--- config.mk ---
export PLATFORM = sky130hd
export DESIGN_NAME = lznt_engine
export DESIGN_NICKNAME = d
export VERILOG_FILES = /design/src/hw/rtl/lznt_pkg.sv /design/src/hw/rtl/lznt_engine.sv
export SDC_FILE = /design/constraint.sdc
export NUM_CORES = 1
export LEC_CHECK = 0
export ABC_AREA = 0
export BUFFER_PORTS_ARGS = -buffer_cell sky130_fd_sc_hd__buf_2
export CAP_MARGIN = 20
export CORE_ASPECT_RATIO = 1.1
export CORE_MARGIN = 3
export CORE_UTILIZATION = 30
export CTS_BUF_LIST = sky130_fd_sc_hd__clkbuf_16
export DETAILED_ROUTE_END_ITERATION = 6
export GPL_TIMING_DRIVEN = 0
export PLACE_DENSITY_LB_ADDON = 0.25
export SYNTH_ARGS = -nofsm -noshare
export SYNTH_HDL_FRONTEND = slang
export SYNTH_SLANG_ARGS = --single-unit
--- constraint.sdc ---
create_clock -name clock -period 11.7 [get_ports clock]
set_clock_uncertainty 0.05 [all_clocks]
set_input_delay 1.755 -clock clock [delete_from_list [all_inputs] [get_ports clock]]
set_output_delay 1.755 -clock clock [all_outputs]
set_load 0.05 [all_outputs]
--- src/hw/rtl/lznt_pkg.sv ---
// Shared types and constants for the LZNT1 decompressor.
`default_nettype none
package lznt_pkg;

   localparam int HIST_DEPTH = 4096;
   localparam int HIST_AW    = 12;
   localparam int IQ_DEPTH   = 4;
   localparam int OQ_DEPTH   = 4;

   localparam logic [2:0] ST_BYTE      = 3'd0;
   localparam logic [2:0] ST_UNIT_END  = 3'd1;
   localparam logic [2:0] ST_CHUNK_END = 3'd2;
   localparam logic [2:0] ST_TOKEN_END = 3'd3;
   localparam logic [2:0] ST_OFFSET    = 3'd4;
   localparam logic [2:0] ST_LENGTH    = 3'd5;
   localparam logic [2:0] ST_FULL      = 3'd6;
   localparam logic [2:0] ST_BUSY      = 3'd7;

   typedef enum logic [5:0] {
      PH_HDR_LO = 6'b000001,
      PH_HDR_HI = 6'b000010,
      PH_FLAG   = 6'b000100,
      PH_ITEM   = 6'b001000,
      PH_TOK_HI = 6'b010000,
      PH_RAW    = 6'b100000
   } phase_type;

   // classified input item
   typedef struct packed {
      logic       is_pull;
      logic [7:0] data;
      logic       last;
   } item_type;

   // engine to back end: one processed item
   typedef struct packed {
      logic               valid;
      logic               has_res;
      logic [2:0]         st;
      logic               two;       // trailing unit-end result
      logic               emit;      // byte goes to history
      logic               from_mem;  // byte comes from history
      logic [7:0]         lit;
      logic [HIST_AW-1:0] wr_addr;
      logic [HIST_AW-1:0] rd_addr;
   } job_type;

endpackage
`default_nettype wire

--- src/hw/rtl/lznt_engine.sv ---
// Parse engine: chunk headers, flags, tokens and copy bookkeeping.
`default_nettype none
module lznt_engine #(
   parameter int CW = 18
) (
   input  wire logic               clock,
   input  wire logic               reset,
   input  wire logic               fire,
   input  lznt_pkg::item_type      it,
   input  wire logic [CW-1:0]      limit,
   output lznt_pkg::job_type       job
);
   import lznt_pkg::*;

   logic [HIST_AW-1:0] wr_ff, wr_in;
   logic [CW-1:0]      uc_ff, uc_in;
   logic [12:0]        cp_ff, cp_in, cl_ff, cl_in, coff_ff, coff_in, cleft_ff, cleft_in;
   phase_type          ph_ff, ph_in;
   logic [7:0]         fb_ff, fb_in, tl_ff, tl_in;
   logic [2:0]         fi_ff, fi_in;
   logic               raw_ff, raw_in, err_ff, err_in, ie_ff, ie_in;

   logic [12:0] cl_dec, cp_inc, cpm1, len;
   logic [3:0]  blen, shift;
   logic [15:0] p;
   logic [13:0] off;
   logic [CW:0] need;
   phase_type   ni_ph;
   logic [2:0]  ni_fi;
   logic        full, clr, failed;

   assign cl_dec = (cl_ff != '0) ? cl_ff - 1'b1 : '0;
   assign cp_inc = (cp_ff != 13'h1FFF) ? cp_ff + 1'b1 : cp_ff;
   assign full   = (uc_ff >= limit);

   // token split by chunk position
   assign cpm1 = cp_ff - 1'b1;
   always_comb begin
      blen = '0;
      for (int i = 0; i < 13; i++) begin
         if (cpm1[i]) blen = 4'(i + 1);
      end
   end
   assign shift = (blen > 4'd4) ? blen - 4'd4 : 4'd0;
   assign p     = {it.data, tl_ff};
   assign off   = 14'(p >> (4'd12 - shift)) + 14'd1;
   assign len   = {1'b0, p[11:0] & (12'hFFF >> shift)} + 13'd3;
   assign need  = {1'b0, uc_ff} + (CW+1)'(len);

   always_comb begin
      if (fi_ff == 3'd7) begin
         ni_fi = '0;
         ni_ph = PH_FLAG;
      end else begin
         ni_fi = fi_ff + 1'b1;
         ni_ph = PH_ITEM;
      end
      if (cl_dec == '0) ni_ph = PH_HDR_LO;
   end

   always_comb begin
      wr_in = wr_ff; uc_in = uc_ff; cp_in = cp_ff; cl_in = cl_ff;
      coff_in = coff_ff; cleft_in = cleft_ff; ph_in = ph_ff; fb_in = fb_ff;
      tl_in = tl_ff; fi_in = fi_ff; raw_in = raw_ff; err_in = err_ff; ie_in = ie_ff;
      job = '0;
      job.valid = fire;
      job.wr_addr = wr_ff;
      job.rd_addr = wr_ff - coff_ff[HIST_AW-1:0];
      clr = 1'b0;
      failed = 1'b0;
      if (fire) begin
         if (it.is_pull) begin
            if (!err_ff && cleft_ff != '0) begin
               job.emit = 1'b1; job.from_mem = 1'b1;
               job.has_res = 1'b1; job.st = ST_BYTE;
               wr_in = wr_ff + 1'b1; uc_in = uc_ff + 1'b1; cp_in = cp_inc;
               cleft_in = cleft_ff - 1'b1;
               if (cleft_ff == 13'd1 && ie_ff) begin
                  job.two = 1'b1;
                  clr = 1'b1;
               end
            end
         end else if (err_ff) begin
            if (it.last) clr = 1'b1;
         end else if (cleft_ff != '0) begin
            job.has_res = 1'b1; job.st = ST_BUSY;
         end else begin
            unique case (ph_ff)
               PH_HDR_LO: begin
                  if (it.last) begin
                     job.has_res = 1'b1; job.st = ST_UNIT_END; clr = 1'b1;
                  end else begin
                     tl_in = it.data; ph_in = PH_HDR_HI;
                  end
               end
               PH_HDR_HI: begin
                  if ({it.data[3:0], tl_ff} == 12'd0) begin
                     job.has_res = 1'b1; job.st = ST_UNIT_END;
                     if (it.last) clr = 1'b1; else err_in = 1'b1;
                  end else if (it.last) begin
                     job.has_res = 1'b1; job.st = ST_CHUNK_END; clr = 1'b1;
                  end else begin
                     cl_in  = {1'b0, it.data[3:0], tl_ff} + 13'd1;
                     raw_in = !it.data[7] && ({it.data[3:0], tl_ff} == 12'hFFF);
                     cp_in  = '0;
                     ph_in  = raw_in ? PH_RAW : PH_FLAG;
                  end
               end
               default: begin
                  cl_in = cl_dec;
                  if (it.last && cl_dec != '0) begin
                     job.has_res = 1'b1; job.st = ST_CHUNK_END; clr = 1'b1;
                  end else begin
                     case (ph_ff)
                        PH_FLAG: begin
                           fb_in = it.data; fi_in = '0;
                           ph_in = (cl_dec == '0) ? PH_HDR_LO : PH_ITEM;
                        end
                        PH_ITEM: begin
                           if (!fb_ff[fi_ff]) begin
                              if (full) begin
                                 failed = 1'b1; job.st = ST_FULL;
                              end else begin
                                 job.emit = 1'b1; job.lit = it.data;
                                 job.has_res = 1'b1; job.st = ST_BYTE;
                                 wr_in = wr_ff + 1'b1; uc_in = uc_ff + 1'b1; cp_in = cp_inc;
                                 fi_in = ni_fi; ph_in = ni_ph;
                              end
                           end else if (cl_dec == '0) begin
                              failed = 1'b1; job.st = ST_TOKEN_END;
                           end else begin
                              tl_in = it.data; ph_in = PH_TOK_HI;
                           end
                        end
                        PH_TOK_HI: begin
                           if (cp_ff == '0 || off > {1'b0, cp_ff}) begin
                              failed = 1'b1; job.st = ST_OFFSET;
                           end else if (need > {1'b0, limit}) begin
                              failed = 1'b1; job.st = ST_LENGTH;
                           end else begin
                              coff_in = off[12:0]; cleft_in = len;
                              fi_in = ni_fi; ph_in = ni_ph;
                           end
                        end
                        default: begin
                           if (full) begin
                              failed = 1'b1; job.st = ST_FULL;
                           end else begin
                              job.emit = 1'b1; job.lit = it.data;
                              job.has_res = 1'b1; job.st = ST_BYTE;
                              wr_in = wr_ff + 1'b1; uc_in = uc_ff + 1'b1; cp_in = cp_inc;
                              if (cl_dec == '0) ph_in = PH_HDR_LO;
                           end
                        end
                     endcase
                     if (failed) begin
                        job.has_res = 1'b1;
                        if (it.last) clr = 1'b1; else err_in = 1'b1;
                     end else if (it.last) begin
                        if (cleft_in != '0) begin
                           ie_in = 1'b1;
                        end else begin
                           if (job.has_res) job.two = 1'b1;
                           else begin
                              job.has_res = 1'b1; job.st = ST_UNIT_END;
                           end
                           clr = 1'b1;
                        end
                     end
                  end
               end
            endcase
         end
      end
      if (clr) begin
         uc_in = '0; cp_in = '0; cl_in = '0; ph_in = PH_HDR_LO; fb_in = '0;
         fi_in = '0; tl_in = '0; coff_in = '0; cleft_in = '0; raw_in = 1'b0;
         err_in = 1'b0; ie_in = 1'b0;
      end
   end

   always_ff @(posedge clock) begin
      if (reset) begin
         wr_ff <= '0; uc_ff <= '0; cp_ff <= '0; cl_ff <= '0; coff_ff <= '0;
         cleft_ff <= '0; ph_ff <= PH_HDR_LO; fb_ff <= '0; tl_ff <= '0; fi_ff <= '0;
         raw_ff <= 1'b0; err_ff <= 1'b0; ie_ff <= 1'b0;
      end else begin
         wr_ff <= wr_in; uc_ff <= uc_in; cp_ff <= cp_in; cl_ff <= cl_in;
         coff_ff <= coff_in; cleft_ff <= cleft_in; ph_ff <= ph_in; fb_ff <= fb_in;
         tl_ff <= tl_in; fi_ff <= fi_in; raw_ff <= raw_in; err_ff <= err_in; ie_ff <= ie_in;
      end
   end

endmodule
`default_nettype wire

==> run_results.csv <==
group,metric,value,unit
outcome,status,"completed",
placed_design,gp_congestion,0.909,
hold_path,hp-start,"coff_ff[7]",
timing,holdWs,431,ps
critical_path,startpoint_type,"register",
critical_path,reg2reg_to,"ph_ff[0]",
drt,met3_length,1910,um
timing,slew_viol_final,0,
hold_path,holdPathEnd,"coff_ff[7]",
drt,wl_met2,15500,um
clock_network,clk_latency,370,ps
power_and_ir_drop,power_per_cell_area,180,nW/um^2
yosys,synth_cells,1369,
yosys,netlist_area,10500,sq um
power_and_ir_drop,p_int,1.02,mW
drt,drtIter0Drc,709,
drt,first_pass_iters,5,
power_and_ir_drop,p_sw,1.10,mW
timing,period_share,94.2,%
clock_network,htreeDepth,3,
job,maxCapViolations,0,
critical_path,cp_max_fo,10,
timing,relSlewSlack,20.3,%
finish,nFillCells,3654,
global_routing,antenna_found_initial,2,
finish,syn_to_final_growth,12.4,%
global_routing,grt_max_degree,20,
finish,nNetsFinal,1579,
clock_network,cts_tree,"yes",
critical_path,crit_start,"cp_ff[0]",
die,die_area,37200,sq um
timing,fmax,90.7,MHz
finish,post-route-util,34.4,%
drt,wl_met1,15300,um
power_and_ir_drop,swShare,52.0,%
global_routing,grt_pass1_vias,9555,
timing,setup_tns,0,ps
finish,antenna_cells,0,
yosys,synth_top_cell_by_area,"dfxtp_1",
critical_path,crit_top_cell,"a21o_1",
drt,dr.max_layer_used,"met5",
power_and_ir_drop,pwr-share-seq,20.7,%
critical_path,required,9900,ps
yosys,synth.distinct_cells,100,
placed_design,placed_cells,1876,
drt,vias,10200,
die,start_util,30.6,%
finish,fin_cells,1896,
yosys,synthFlopType,"dfxtp_1",
drt,viasPerCell,5.40,
timing,hold_violations,0,
clock_network,clkTransAtPathRegs,80,ps
global_routing,grt-ovfl-total,0,
die,num_rows,71,
yosys,synthArstFlopShare,0,%
drt,wirelength,33700,um
drt,drc_errors,0,
timing,tightestPinTransition,1200,ps
critical_path,r2r_cells,38,
critical_path,r2r_start,"cp_ff[0]",
placed_design,numPortBuffers,68,
critical_path,end_kind,"primary output",
power_and_ir_drop,p_comb_share,63.4,%
yosys,synth_top_cell_area_share,20.6,%
yosys,ys_top_cells_by_area,"dfxtp_1, ha_1, nor2_1",
global_routing,grt_use_total,17.8,%
power_and_ir_drop,p_clk_share,15.8,%
yosys,yosysSeqAreaShare,20.6,%
yosys,ys.warnings.count,0,
timing,rsz0062_at_grt,"no",
yosys,syn_avg_cell_area,7.66,sq um
clock_network,clockBufferDepth,2,
yosys,ys_seq_elements,108,
power_and_ir_drop,p_leak,4.78,nW
critical_path,critPathKind,"reg -> out",
clock_network,cts_buffers,9,
power_and_ir_drop,vdd_drop_max,113,uV
yosys,syn_nets,1495,
critical_path,slowest_stage,"a2111oi_0",
die,ioPinCount,71,
hold_path,hold_depth,2,
die,die_w,184,um
die,coreArea,34300,sq um
finish,drive_gt1_share,13.5,%
placed_design,placed_cell_area,11400,sq um
clock_network,root_buffer,"clkbuf_16",
drt,antenna_left,0,
die,die_y,202,um
timing,fin_crit,11030,ps
yosys,synth_edf_count,0,
finish,final_cell_area,11800,sq um
timing,setup_viol,0,
critical_path,reg2reg_slack,2480,ps
global_routing,grt_pass1_wl,52900,um
critical_path,crit_arrival,9220,ps
placed_design,dp_hpwl,26700,um
drt,avgRoutedWirePerCell,17.8,um
hold_path,hold_class,"reg -> reg",
critical_path,slowest_delay,440,ps
clock_network,hold_buffers,0,
clock_network,cts_sinks,108,
==> cell type report <==
type | instances | area [sq um] | share of cell area, %
Buffer | 66 | 342 | 2.90
Clock buffer | 9 | 225 | 1.91
Clock inverter | 7 | 78.8 | 0.669
Inverter | 87 | 329 | 2.79
Multi-Input combinational cell | 1106 | 7700 | 65.4
Sequential cell | 108 | 2160 | 18.4
Tap cell | 438 | 548 | 4.65
Timing Repair Buffer | 75 | 390 | 3.31
==> per-layer routing <==
layer | vias up | GRT usage (%)
met5 | - | 0
met1 | 4818 | 23.6
li1 | 5051 | -
met2 | 302 | 29.1
met3 | 57 | 3.10
met4 | 4 | 6.21
==> worst max-delay path by stage <==
stage / endpoint / slack [ps] / cells after the start
finish: job[35] / 670 / 38
global route: job[35] / 120 / 37
detailed placement: job[38] / -140 / 38
CTS: job[35] / 140 / 38
global placement: job[38] / -70 / 38
floorplan: job[35] / 1960 / 37
==> through the flow <==
step	setup slack (ps)	power (mW)
after floorplan	1960	1.41
after global placement	-67.5	1.75
after detailed placement	-143	1.76
after CTS	142	2.10
after global routing	120	2.27
final	674	2.12
==> sequential cells by signal, summed over array words and instances, names as in the netlist, 6 cells and up <==
name and cells:
fb_ff 8, cl_ff 13, cleft_ff 13, ph_ff 6, tl_ff 8, wr_ff 12
cp_ff 13, coff_ff 12, uc_ff 18
==> Yosys cell counts, drive strengths merged, types with 6 or more instances <==
| cell type | number |
|---|---|
| nor2 | 188 |
| nand3 | 49 |
| nor3 | 50 |
| a31oi | 8 |
| or3 | 14 |
| a21oi | 70 |
| xnor2 | 61 |
| or2 | 7 |
| and3 | 9 |
| a2111oi | 9 |
| a211oi | 8 |
| xor2 | 40 |
| nand4 | 28 |
| ha | 93 |
| nor4 | 19 |
| mux2i | 36 |
| nand2b | 22 |
| nand2 | 116 |
| dfxtp | 108 |
| o22ai | 12 |
| o21ai | 64 |
| mux2 | 13 |
| a22oi | 11 |
| o21bai | 8 |
| inv | 86 |
| and2 | 13 |
| o21a | 12 |
| o2111ai | 7 |
| o211ai | 9 |
| buf | 29 |
| nor4b | 6 |
| nor2b | 14 |
| clkbuf | 39 |
| a21o | 26 |
==> layout by cell type (no fill, tap or decap), drive strengths merged, types with 6 or more instances in the layout <==
master and n:
a2111oi 9, a211oi 8, a21o 26, a21oi 70, a22oi 11, a31oi 8
and2 13, and3 9, buf 103, clkbuf 47, dfxtp 108, ha 93
inv 90, mux2 13, mux2i 36, nand2 116, nand2b 22, nand3 49
nand4 28, nor2 188, nor2b 14, nor3 50, nor4 19, nor4b 6
o2111ai 7, o211ai 9, o21a 12, o21ai 64, o21bai 8, o22ai 12
or2 7, or3 14, xnor2 61, xor2 40
==> kinds of logic (layout without fill, tap and decap cells) <==
family          count (synthesis)  in the layout  synth area share (%)
fa+ha+maj                      95             95                  11.5
compound gates                295            295                  20.5
simple gates                  564            564                  27.0
mux                            51             51                  5.45
buf+inv                       155            244                  6.45
xor+xnor                      101            101                  8.51
flops                         108            108                  20.6
==> power groups by stage <==
stage / Combinational [mW] / Clock [mW] / Sequential (mW)
4_1_cts: 1.32 / 0.341 / 0.439
3_5_place_dp: 1.31 / 0 / 0.447
6_report: 1.35 / 0.336 / 0.440
2_1_floorplan: 0.972 / 0 / 0.440
5_1_grt: 1.47 / 0.355 / 0.446
3_3_place_gp: 1.31 / 0 / 0.447
==> timing repair <==
action | in CTS | in global routing
endpoints found under the hold margin | 0 | 0
setup endpoints to repair | 4 | 4
pin swaps | 0 | 3
buffers inserted | 0 | 5
gates resized for setup | 4 | 12
==> worst max-delay path, delay by kind of cell, from the launching register on <==
kind            cells  cell delay, ps
flops               1             410
simple gates        5             800
fa+ha+maj           4            1080
compound gates     22            5110
xor+xnor            2             510
buf+inv             5             900
Power figures use the tool's default switching activity.
