===== src/hw/rtl/lznt_pkg.sv =====
// Shared types and constants for the LZNT1 decompressor.
`default_nettype none
package lznt_pkg;

   localparam int HIST_DEPTH = 4096;
   localparam int HIST_AW    = 12;
   localparam int IQ_DEPTH   = 4;
   localparam int OQ_DEPTH   = 4;

   localparam logic [2:0] ST_BYTE      = 3'd0;
   localparam logic [2:0] ST_UNIT_END  = 3'd1;
   localparam logic [2:0] ST_CHUNK_END = 3'd2;
   localparam logic [2:0] ST_TOKEN_END = 3'd3;
   localparam logic [2:0] ST_OFFSET    = 3'd4;
   localparam logic [2:0] ST_LENGTH    = 3'd5;
   localparam logic [2:0] ST_FULL      = 3'd6;
   localparam logic [2:0] ST_BUSY      = 3'd7;

   typedef enum logic [5:0] {
      PH_HDR_LO = 6'b000001,
      PH_HDR_HI = 6'b000010,
      PH_FLAG   = 6'b000100,
      PH_ITEM   = 6'b001000,
      PH_TOK_HI = 6'b010000,
      PH_RAW    = 6'b100000
   } phase_type;

   // classified input item
   typedef struct packed {
      logic       is_pull;
      logic [7:0] data;
      logic       last;
   } item_type;

   // engine to back end: one processed item
   typedef struct packed {
      logic               valid;
      logic               has_res;
      logic [2:0]         st;
      logic               two;       // trailing unit-end result
      logic               emit;      // byte goes to history
      logic               from_mem;  // byte comes from history
      logic [7:0]         lit;
      logic [HIST_AW-1:0] wr_addr;
      logic [HIST_AW-1:0] rd_addr;
   } job_type;

endpackage
`default_nettype wire


===== src/hw/rtl/lznt_front.sv =====
// Input queue: takes transfers and classifies them for the engine.
`default_nettype none
module lznt_front (
   input  wire logic               clock,
   input  wire logic               reset,
   input  wire logic               req_push,
   output logic                    req_full,
   input  wire logic               req_func,
   input  wire logic [7:0]         req_in_byte,
   input  wire logic               req_in_last,
   output logic                    item_valid,
   output lznt_pkg::item_type      item,
   input  wire logic               item_take
);
   import lznt_pkg::*;

   localparam int PW = $clog2(IQ_DEPTH);

   item_type        q_ff [IQ_DEPTH];
   logic [PW-1:0]   wp_ff, rp_ff;
   logic [PW:0]     cnt_ff, cnt_in;
   logic            do_push, do_pop;

   assign req_full   = (cnt_ff == (PW+1)'(IQ_DEPTH));
   assign do_push    = req_push && !req_full;
   assign item_valid = (cnt_ff != '0);
   assign do_pop     = item_take && item_valid;
   assign item       = q_ff[rp_ff];

   always_comb begin
      cnt_in = cnt_ff;
      if (do_push && !do_pop) cnt_in = cnt_ff + 1'b1;
      else if (!do_push && do_pop) cnt_in = cnt_ff - 1'b1;
   end

   always_ff @(posedge clock) begin
      if (reset) begin
         wp_ff  <= '0;
         rp_ff  <= '0;
         cnt_ff <= '0;
      end else begin
         cnt_ff <= cnt_in;
         if (do_push) wp_ff <= wp_ff + 1'b1;
         if (do_pop) rp_ff <= rp_ff + 1'b1;
      end
   end

   always_ff @(posedge clock) begin
      if (do_push) begin
         q_ff[wp_ff] <= '{is_pull: req_func, data: req_in_byte, last: req_in_last};
      end
   end

endmodule
`default_nettype wire


===== config.mk =====
export PLATFORM = sky130hd
export DESIGN_NAME = lznt_front
export DESIGN_NICKNAME = d
export VERILOG_FILES = /design/src/hw/rtl/lznt_pkg.sv /design/src/hw/rtl/lznt_front.sv
export SDC_FILE = /design/constraint.sdc
export NUM_CORES = 1
export LEC_CHECK = 0
export BUFFER_PORTS_ARGS = -buffer_cell sky130_fd_sc_hd__buf_2
export CELL_PAD_IN_SITES_DETAIL_PLACEMENT = 1
export CELL_PAD_IN_SITES_GLOBAL_PLACEMENT = 1
export CORE_MARGIN = 3
export CORE_UTILIZATION = 43
export DETAILED_ROUTE_END_ITERATION = 10
export HOLD_SLACK_MARGIN = 0.06
export PLACE_DENSITY_LB_ADDON = 0.1
export SYNTH_ARGS = -nofsm -noshare
export SYNTH_HDL_FRONTEND = slang
export SYNTH_SLANG_ARGS = --single-unit
export TNS_END_PERCENT = 20

===== constraint.sdc =====
create_clock -name clock -period 2.05 [get_ports clock]
set_input_delay 0.41 -clock clock [delete_from_list [all_inputs] [get_ports clock]]
set_output_delay 0.41 -clock clock [all_outputs]
set_load 0.01 [all_outputs]

==> results.sh, run 1 <==
export IMPL_grt_pass1_vias=1085
export IMPL_worstSetupEndpoint="cnt_ff[2]$_SDFFE_PP0P_"
export IMPL_period_share_pct=94.98
export IMPL_min_period_ps=1947
export IMPL_grtUsageTotal_pct=13.85
export IMPL_synth_flop_cell="edfxtp_1"
export IMPL_synth_edff_count=40
export IMPL_peakVddDrop_mv=0.6095
export IMPL_die_h_um=72.66
export IMPL_cts_made_buffers=5
export IMPL_dieArea_mm2=0.005279
export IMPL_async_reset_ff_share_pct=0
export IMPL_switchingPower_uw=734.6
export IMPL_netlist_instances=100
export IMPL_final_area_mm2=0.002253
export IMPL_grt_start_max_net_pins=15
export IMPL_worstSetupPathType="flop to flop"
export IMPL_drtIter0Drc=102
export IMPL_rsz0062_at_grt="no"
export IMPL_setup_slack_ps=102.9
export IMPL_tns_ps=0
export IMPL_comb_power_share_pct=29.0
export IMPL_leakage_uw=0.0008215
export IMPL_fmax_ghz=0.5136
export IMPL_endpoint_kind="flop"
export IMPL_cp_cell_sequence="o31ai_4, ha_2, inv_1, fa_1, xor2_1, or3_1, a21oi_1"
export IMPL_critPathLaunchType="flop"
export IMPL_hold_violations=0
export IMPL_hold_class="primary input to flop"
export IMPL_r2r_start="cnt_ff[2]$_SDFFE_PP0P_"
export IMPL_pwr_share_clk_pct=20.6
export IMPL_power_uw=2586
export IMPL_grt_pass1_wl_um=5209
export IMPL_outcome="completed"
export IMPL_cts_buffer_depth=2
export IMPL_relSlewSlack_pct=74.58
export IMPL_io_pins=26
export IMPL_fp_coreArea_mm2=0.004144
export IMPL_layout_nets=157
export IMPL_critPathMaxStageDelay_ps=360
export IMPL_cts_tree="built"
export IMPL_avgRoutedWirePerCell_um=17.29
export IMPL_r2r_end="cnt_ff[2]$_SDFFE_PP0P_"
export IMPL_cts_sinks=49
export IMPL_place_ws_ps=-3.827
export IMPL_grt_overflow=0
export IMPL_syn_cell_area_mm2=0.001911
export IMPL_place_area_mm2=0.002155
export IMPL_synth_seq_area_share_pct=72.30
export IMPL_r2r_cells=7
export IMPL_antenna_found_initial=0
export IMPL_gp_congestion=0.6303
export IMPL_syn_nets=120
export IMPL_skew_ps=6.447
export IMPL_viasPerCell=5.229
export IMPL_p_seq_share_pct=50.4
export IMPL_cap_violations=0
export IMPL_hpwlAfterDp_um=2351
export IMPL_clkTransAtPathRegs_ps=80
export IMPL_cp_slowest_cell="dfxtp_2"
export IMPL_syn_area_per_cell_um2=19.11
export IMPL_drcViolationCount=0
export IMPL_slew_viol_final=0
export IMPL_initial_utilization_pct=46.11
export IMPL_p_per_area_mw_per_mm2=1148
export IMPL_port_buffers=25
export IMPL_drive_gt1_share_pct=42.03
export IMPL_cp_required_ps=2280
export IMPL_crit_fanout=6
export IMPL_p_int_uw=1852
export IMPL_insertion_delay_ps=300
export IMPL_cts_root_buf="clkbuf_8"
export IMPL_drt_first_pass_iters=4
export IMPL_fp_dieW_um=72.66
export IMPL_antenna_left=0
export IMPL_setup_viol=0
export IMPL_cp_startpoint="cnt_ff[2]$_SDFFE_PP0P_"
export IMPL_wl_um=3251
export IMPL_vias=983
export IMPL_whs_ps=316.8
export IMPL_critPathArrivalTime_ps=2170
export IMPL_diodes=0
export IMPL_area_delta_synth_final_pct=17.94
export IMPL_yosysUniqueCellTypes=21
export IMPL_htreeDepth=2
export IMPL_yosys_warnings=0
export IMPL_p_sw_share_pct=28.41
export IMPL_worst_pin_slew_ps=375.4
export IMPL_ys_ff_latch=49
export IMPL_r2r_slack_ps=100
export IMPL_hold_path_depth=1
export IMPL_num_rows=23
[power by group through the flow]
stage          Combinational (µW)  Sequential, µW  Clock [µW]
2_1_floorplan                 492            1280           0
3_3_place_gp                  732            1310           0
3_5_place_dp                  754            1310           0
4_1_cts                       765            1300         553
5_1_grt                       821            1320         594
6_report                      750            1300         533
[worst max-delay path: cells and delay by family (launching register included)]
kind | cells | cell delay (ps)
adders and majority gates | 2 | 590
DFF | 1 | 360
xor gates and xnor gates | 1 | 160
and+or+nand+nor | 1 | 300
AOI/OAI and AO/OA | 2 | 420
buffers and inverters | 1 | 50
[worst min-delay path by stage]
| stage | from | end | slack, ps |
|---|---|---|---|
| 6_report | req_func | q_ff[3][9]$_DFFE_PP_ | 320 |
| 5_1_grt | req_in_byte[6] | q_ff[2][7]$_DFFE_PP_ | 320 |
| 4_1_cts | req_func | q_ff[1][9]$_DFFE_PP_ | 300 |
| 3_5_place_dp | wp_ff[1]$_SDFFE_PP0P_ | wp_ff[1]$_SDFFE_PP0P_ | 520 |
| 3_3_place_gp | rp_ff[1]$_SDFFE_PP0P_ | flop | 500 |
| 2_1_floorplan | wp_ff[1]$_SDFFE_PP0P_ | wp_ff[1]$_SDFFE_PP0P_ | 480 |
[placed cells by master (no fill, tap or decap), drive strengths merged]
master  instances
ha              5
o31ai           1
fa              1
edfxtp         40
nand2b          2
buf            33
clkbuf          6
mux4           10
dfxtp           9
or3             3
o21ai           2
a21oi           2
inv             4
nor2            6
mux2i           2
xor2            4
clkinv          2
o311ai          1
nor3b           1
and2            4
[Yosys cell counts (all sizes together) (2+ instances only)]
master | count | area (µm²)
ha | 5 | 62.56
xor2 | 4 | 35.03
inv | 4 | 15.01
edfxtp | 40 | 1201
a21oi | 2 | 10.01
nand2b | 2 | 12.51
mux4 | 10 | 225.2
dfxtp | 9 | 180.2
mux2i | 2 | 20.02
o21ai | 2 | 10.01
and2 | 4 | 25.02
nor2 | 6 | 25.03
or3 | 3 | 18.77
clkbuf | 2 | 8.750
[final cells by class]
class / instances / area, µm²
Sequential cell: 49 / 1386
Fill cell: 397 / 1891
Clock buffer: 6 / 72.57
Multi-Input combinational cell: 44 / 509.2
Tap cell: 50 / 62.56
Timing Repair Buffer: 33 / 197.7
Inverter: 4 / 15.01
Clock inverter: 2 / 10.01
[state kept, by name, indices dropped and copies added, names as in the netlist, named ones only]
signal / count
q_ff: 40
cnt_ff: 3
rp_ff: 2
wp_ff: 2
[cell families after synthesis]
logic type	after synthesis	share of synthesized area, %
adders and majority gates	6	4.322
AOI/OAI and AO/OA	6	2.161
and+or+nand+nor	16	4.912
buffers and inverters	7	1.637
xor gates and xnor gates	4	1.833
DFF	49	72.30
muxes	12	12.84
[through the flow]
step           util (%)  cells
6_report          54.38    188
5_1_grt           54.38    188
4_1_cts           54.26    188
3_5_place_dp      51.99    180
3_3_place_gp      51.99    180
2_1_floorplan         -    100
[layer usage]
metal / vias to the layer above / share of wire, % / GRT usage, %
met1: 501 / 39 / 14.23
li1: 458 / - / -
met3: 4 / 4.5 / 4.408
met2: 20 / 55 / 24.85
met5: - / 0 / 0
met4: 0 / 1.8 / 7.377
[what timing repair did]
item | 4_1_cts | 5_1_grt
gates resized for setup | 2 | 4
buffers inserted | 0 | 0
gates cloned | 0 | 0
pin swaps | 0 | 2
endpoints found under the setup margin | 1 | 9
hold buffers | 0 | 0
(Power assumes the default switching activity.)
==> inputs of run 2 (changes only) <==
- ABC_AREA: default -> 1
- CORE_UTILIZATION: 43 -> 48
- clock period: 2.05 -> 2.3 ns (I/O delays scaled with it)
==> run 2 against run 1 <==
Net effect:
- worst setup slack better by 180 ps
- sequential power down 12%
- largest power group unchanged
- critical path type is now flop to output pin
- design area up 1.4%
==> results.sh, run 2 <==
export IMPL_r2r_cells=13
export IMPL_worstSetupPathType="flop to output pin"
export IMPL_cts_tree="built"
export IMPL_peakVddDrop_mv=0.4326
export IMPL_fmax_ghz=0.4970
export IMPL_cap_violations=0
export IMPL_synthTopCellsByArea="edfxtp_1 (60%), dfxtp_1 (9.1%), nor2_1 (6.2%), o21ai_0 (5.3%), ha_1 (3.2%)"
export IMPL_cts_resized=0
export IMPL_yosysUniqueCellTypes=19
export IMPL_cts_setup_buffers=0
export IMPL_netlist_instances=166
export IMPL_gp_congestion=0.7254
export IMPL_grt_pass1_wl_um=7058
export IMPL_insertion_delay_ps=300
export IMPL_netlist_top_cell_by_area="edfxtp_1"
export IMPL_port_buffers=25
export IMPL_grtUsageTotal_pct=18.79
export IMPL_hold_end="q_ff[3][3]$_DFFE_PP_"
export IMPL_wl_um=4090
export IMPL_synth_flop_cell="edfxtp_1"
export IMPL_cts_hold_buf=0
export IMPL_layout_common_cells="edfxtp_1 (40), nor2_1 (33), buf_2 (25), o21ai_0 (21), inv_1 (16)"
export IMPL_critPathMaxStageDelay_ps=430
export IMPL_leakage_uw=0.0008909
export IMPL_ys_ff_latch=49
export IMPL_syn_cell_area_mm2=0.001986
export IMPL_post_layout_nonfiller_instances=248
export IMPL_syn_nets=186
export IMPL_drtIter0Drc=118
export IMPL_cts_buffer_depth=2
export IMPL_synth_edff_count=40
export IMPL_area_delta_synth_final_pct=15.06
export IMPL_cts_root_buf="clkbuf_8"
export IMPL_vias=1294
export IMPL_hold_class="primary input to flop"
export IMPL_synth_cells_most_frequent="edfxtp_1 (40), nor2_1 (33), o21ai_0 (21), inv_1 (16)"
export IMPL_crit_fanout=20
export IMPL_place_ws_ps=467.7
export IMPL_relSlewSlack_pct=60.84
export IMPL_grt_start_max_net_pins=21
export IMPL_antenna_left=0
export IMPL_num_rows=22
export IMPL_outcome="completed"
export IMPL_htreeDepth=2
export IMPL_hold_violations=0
export IMPL_hpwlAfterDp_um=2878
export IMPL_async_reset_ff_share_pct=0
export IMPL_avgRoutedWirePerCell_um=16.49
export IMPL_synth_most_common_cell="edfxtp_1"
export IMPL_drcViolationCount=0
export IMPL_grt_overflow=0
export IMPL_layout_nets=219
export IMPL_path_depth=4
export IMPL_tns_ps=0
export IMPL_r2r_slack_ps=410
export IMPL_drt_first_pass_iters=4
export IMPL_hold_path_depth=1
export IMPL_worst_pin_slew_ps=586.7
export IMPL_hp_start="req_in_byte[2]"
export IMPL_dpl_cell_count=240
export IMPL_setup_viol=0
export IMPL_drive_gt1_share_pct=23.00
export IMPL_cp_cell_sequence="inv_1, nor2_1, o22ai_1, buf_2"
export IMPL_fp_coreArea_mm2=0.003826
export IMPL_viasPerCell=5.218
export IMPL_whs_ps=364.7
export IMPL_cp_required_ps=1840
export IMPL_period_share_pct=87.49
export IMPL_critPathLaunchType="flop"
export IMPL_cp_slowest_cell="inv_1"
export IMPL_dieArea_mm2=0.004944
export IMPL_synth_top_area_share_pct=60.49
export IMPL_initial_utilization_pct=51.90
export IMPL_largest_reg_flops=40
export IMPL_io_pins=26
export IMPL_syn_area_per_cell_um2=11.96
export IMPL_clkTransAtPathRegs_ps=100
export IMPL_rsz0062_at_grt="no"
export IMPL_crit_family="buffers and inverters"
export IMPL_setup_slack_ps=287.8
export IMPL_p_per_area_mw_per_mm2=1050
export IMPL_regMostFlops="q_ff"
export IMPL_antenna_found_initial=0
export IMPL_place_area_mm2=0.002191
export IMPL_min_period_ps=2012
export IMPL_synth_seq_area_share_pct=69.57
export IMPL_fp_dieW_um=70.32
export IMPL_cp_buffers_inverters=2
export IMPL_skew_ps=11.12
export IMPL_r2r_end="cnt_ff[2]$_SDFFE_PP0P_"
export IMPL_cts_sinks=49
export IMPL_final_common_cell="edfxtp_1"
export IMPL_die_h_um=70.32
export IMPL_top_regs="q_ff (40), cnt_ff (3)"
export IMPL_slew_viol_final=0
export IMPL_yosys_warnings=0
export IMPL_grt_pass1_vias=1409
export IMPL_critPathArrivalTime_ps=1550
export IMPL_diodes=0
export IMPL_final_area_mm2=0.002285
export IMPL_endpoint_kind="output pin"
export IMPL_cts_made_buffers=5
export IMPL_r2r_start="cnt_ff[0]$_SDFFE_PP0P_"
[run 2: changes by cell type after synthesis, sizes merged, moves of 4 or more]
cell   delta
and2      -4
inv      +13
mux4     -10
nand2    +15
nand3     +4
nor2     +28
o21ai    +19
o22ai    +10
[run 2: how the worst max path moves through the flow]
stage	startpoint	endpoint	slack (ps)
2_1_floorplan	cnt_ff[0]$_SDFFE_PP0P_	cnt_ff[2]$_SDFFE_PP0P_	650
3_3_place_gp	req_push	cnt_ff[1]$_SDFFE_PP0P_	560
3_5_place_dp	cnt_ff[0]$_SDFFE_PP0P_	cnt_ff[2]$_SDFFE_PP0P_	470
4_1_cts	flop	item[5]	250
5_1_grt	flop	item[8]	80
6_report	flop	item[5]	290
[run 2: worst reg2reg max path, stage by stage (launching register included)]
cell and delay (ps):
dfxtp_1 450, nor2_4 60, nand2_2 120, nand2_4 80, inv_2 80, ha_1 170, inv_1 80, fa_1 390
inv_1 70, nand2_1 50, nand3_1 90, nand2_1 60, nand2_1 50, nor2_1 40
[run 2: layout make-up]
type,count,area [µm²]
Clock buffer,5,68.82
Fill cell,420,1541
Sequential cell,49,1381
Inverter,17,63.81
Timing Repair Buffer,31,170.2
Clock inverter,3,25.02
Multi-Input combinational cell,95,515.5
Tap cell,48,60.06
[run 2: kinds of logic after synthesis]
logic type      Yosys count  synth area share, %
simple gates             54                12.16
flops                    49                69.56
compound gates           34                9.199
buf+inv                  22                4.474
fa+ha+maj                 6                4.159
xor+xnor                  1               0.4412
[run 2: through the flow]
step / total power [µW] / utilization, %
floorplan: 1637 / -
global placement: 1862 / 57.26
detailed placement: 1916 / 57.26
CTS: 2426 / 59.71
global route: 2579 / 59.71
finish: 2398 / 59.71
[run 2: report_power, final]
part | internal [µW] | switching, µW | total, µW
logic | 268 | 467 | 734
clock network | 220 | 291 | 510
registers | 1090 | 68.4 | 1150
[run 2: layer usage]
layer	GRT usage [%]	vias to the layer above	wire length, µm
met4	5.745	0	51
met5	0	-	0
met3	4.173	4	125
li1	-	635	-
met1	22.71	633	1745
met2	33.16	22	2168
==> inputs of run 3 (changes only) <==
- CELL_PAD_IN_SITES_DETAIL_PLACEMENT: 1 -> default
- CELL_PAD_IN_SITES_GLOBAL_PLACEMENT: 1 -> default
- CORE_UTILIZATION: 48 -> 60
- PLACE_DENSITY: default -> 0.82
- PLACE_DENSITY_LB_ADDON: 0.1 -> default
==> run 3 against run 2 <==
Net effect:
- sequential cell count did not move
- sequential power hardly changed
- total power decreased by 7.5%
- global-route usage up 1.4 points
- clock power is 30% lower
- first-iteration DRC count decreased by 60%
- final cell count shrank 2.0%
- sequential share of layout area grew 1.6 points
- critical endpoint is now item[9]
==> results.sh, run 3 (same netlist as run 2, synthesis figures left out) <==
export IMPL_final_util_pct=71.77
export IMPL_skew_ps=9.582
export IMPL_viasPerCell=5.309
export IMPL_leakage_uw=0.0008673
export IMPL_insertion_delay_ps=350
export IMPL_cts_made_buffers=5
export IMPL_regMostFlops="q_ff"
export IMPL_grt_pass1_vias=1351
export IMPL_worstSetupEndpoint="item[9]"
export IMPL_min_period_ps=2040
export IMPL_cp_slowest_cell="inv_1"
export IMPL_avgRoutedWirePerCell_um=14.62
export IMPL_gp_congestion=0.7792
export IMPL_cts_buffer_depth=2
export IMPL_worstSetupPathType="flop to output pin"
export IMPL_top_regs="q_ff (40), cnt_ff (3)"
export IMPL_p_sw_share_pct=33.66
export IMPL_layout_nets=218
export IMPL_hpwlAfterDp_um=2456
export IMPL_pwr_share_clk_pct=16.0
export IMPL_io_pins=26
export IMPL_top_usage_layer="met2"
export IMPL_p_seq_share_pct=52.0
export IMPL_hold_class="primary input to flop"
export IMPL_fmax_ghz=0.4902
export IMPL_period_share_pct=88.70
export IMPL_diodes=0
export IMPL_drive_gt1_share_pct=21.11
export IMPL_hp_start="req_in_byte[4]"
export IMPL_path_depth=4
export IMPL_largest_reg_flops=40
export IMPL_cts_tree="built"
export IMPL_crit_fanout=20
export IMPL_final_common_cell="edfxtp_1"
export IMPL_fillers=256
export IMPL_drtIter0Drc=47
export IMPL_outcome="completed"
export IMPL_r2r_end="cnt_ff[2]$_SDFFE_PP0P_"
export IMPL_p_int_uw=1472
export IMPL_cp_buffers_inverters=2
export IMPL_fp_coreArea_mm2=0.003103
export IMPL_p_per_area_mw_per_mm2=996.3
export IMPL_cp_cell_sequence="inv_1, o21ai_0, o22ai_1, buf_2"
export IMPL_cts_hold_buf=0
export IMPL_grtUsageMet2_pct=37.29
export IMPL_cts_resized=0
export IMPL_critPathMaxStageDelay_ps=410
export IMPL_power_uw=2219
export IMPL_antenna_found_initial=0
export IMPL_multi_input_area_um2=515.5
export IMPL_peakVddDrop_mv=0.5589
export IMPL_tns_ps=0
export IMPL_use_met3_pct=5.348
export IMPL_die_h_um=63.53
export IMPL_port_buffers=25
export IMPL_comb_power_share_pct=32.0
export IMPL_r2r_start="cnt_ff[0]$_SDFFE_PP0P_"
export IMPL_fp_dieW_um=63.53
export IMPL_cts_sinks=49
export IMPL_dieArea_mm2=0.004035
export IMPL_cts_root_buf="clkbuf_4"
export IMPL_num_rows=20
export IMPL_clkTransAtPathRegs_ps=120
export IMPL_drcViolationCount=0
export IMPL_r2r_cells=13
export IMPL_critPathLaunchType="flop"
export IMPL_hold_violations=0
export IMPL_cts_setup_buffers=0
export IMPL_crit_family="buffers and inverters"
export IMPL_grt_overflow=0
export IMPL_critPathArrivalTime_ps=1580
export IMPL_layout_common_cells="edfxtp_1 (40), nor2_1 (33), buf_2 (25), o21ai_0 (21), inv_1 (16)"
export IMPL_setup_viol=0
export IMPL_switchingPower_uw=746.8
export IMPL_cp_required_ps=1840
export IMPL_rsz0062_at_grt="no"
export IMPL_grt_pass1_wl_um=6099
export IMPL_grtUsageTotal_pct=20.21
export IMPL_seq_area_mm2=0.001381
export IMPL_htreeDepth=2
export IMPL_gr_usage_met1_pct=21.77
export IMPL_area_delta_synth_final_pct=12.16
export IMPL_drt_first_pass_iters=4
export IMPL_worst_pin_slew_ps=551.2
export IMPL_endpoint_kind="output pin"
export IMPL_cap_violations=0
export IMPL_initial_utilization_pct=63.99
export IMPL_grt_start_max_net_pins=21
export IMPL_vias=1290
export IMPL_r2r_slack_ps=480
export IMPL_relSlewSlack_pct=63.21
export IMPL_slew_viol_final=0
export IMPL_antenna_left=0
export IMPL_wl_um=3552
-- run 3: per-stage QoR --
stage          worst slack [ps]  cells  area (µm²)  hold slack [ps]
5_1_grt                   65.04    243        2227            270.3
3_3_place_gp              574.7    235        2178            478.7
6_report                  259.9    243        2227            314.8
2_1_floorplan             650.0    166        1986            458.5
3_5_place_dp              477.1    235        2178            492.4
4_1_cts                   240.0    243        2227            300.1
-- run 3: area by class of cell --
class	instances	area share, %
inverter	17	2.865
sequential	49	62.02
timing repair buffer	30	7.303
tap	44	2.472
multi-input combinational	95	23.15
clock buffer	8	2.191
-- run 3: how the worst min path moves through the flow --
stage,to,slack (ps),depth (start not counted)
finish,q_ff[1][5]$_DFFE_PP_,310,1
global route,q_ff[1][5]$_DFFE_PP_,270,1
CTS,q_ff[2][5]$_DFFE_PP_,300,1
detailed placement,rp_ff[0]$_SDFFE_PP0P_,490,2
global placement,rp_ff[0]$_SDFFE_PP0P_,480,2
floorplan,flop,460,2
-- run 3: per-layer routing --
layer / vias up / share of wire (%)
li1: 636 / -
met1: 614 / 39
met2: 35 / 54
met3: 5 / 5.2
met4: 0 / 1.6
met5: - / 0
-- run 3: power groups by stage --
stage | Sequential, µW | Clock, µW | Combinational [µW]
CTS | 1150 | 371 | 715
finish | 1150 | 356 | 710
detailed placement | 1180 | 0 | 710
global route | 1170 | 424 | 801
floorplan | 1160 | 0 | 482
global placement | 1170 | 0 | 666
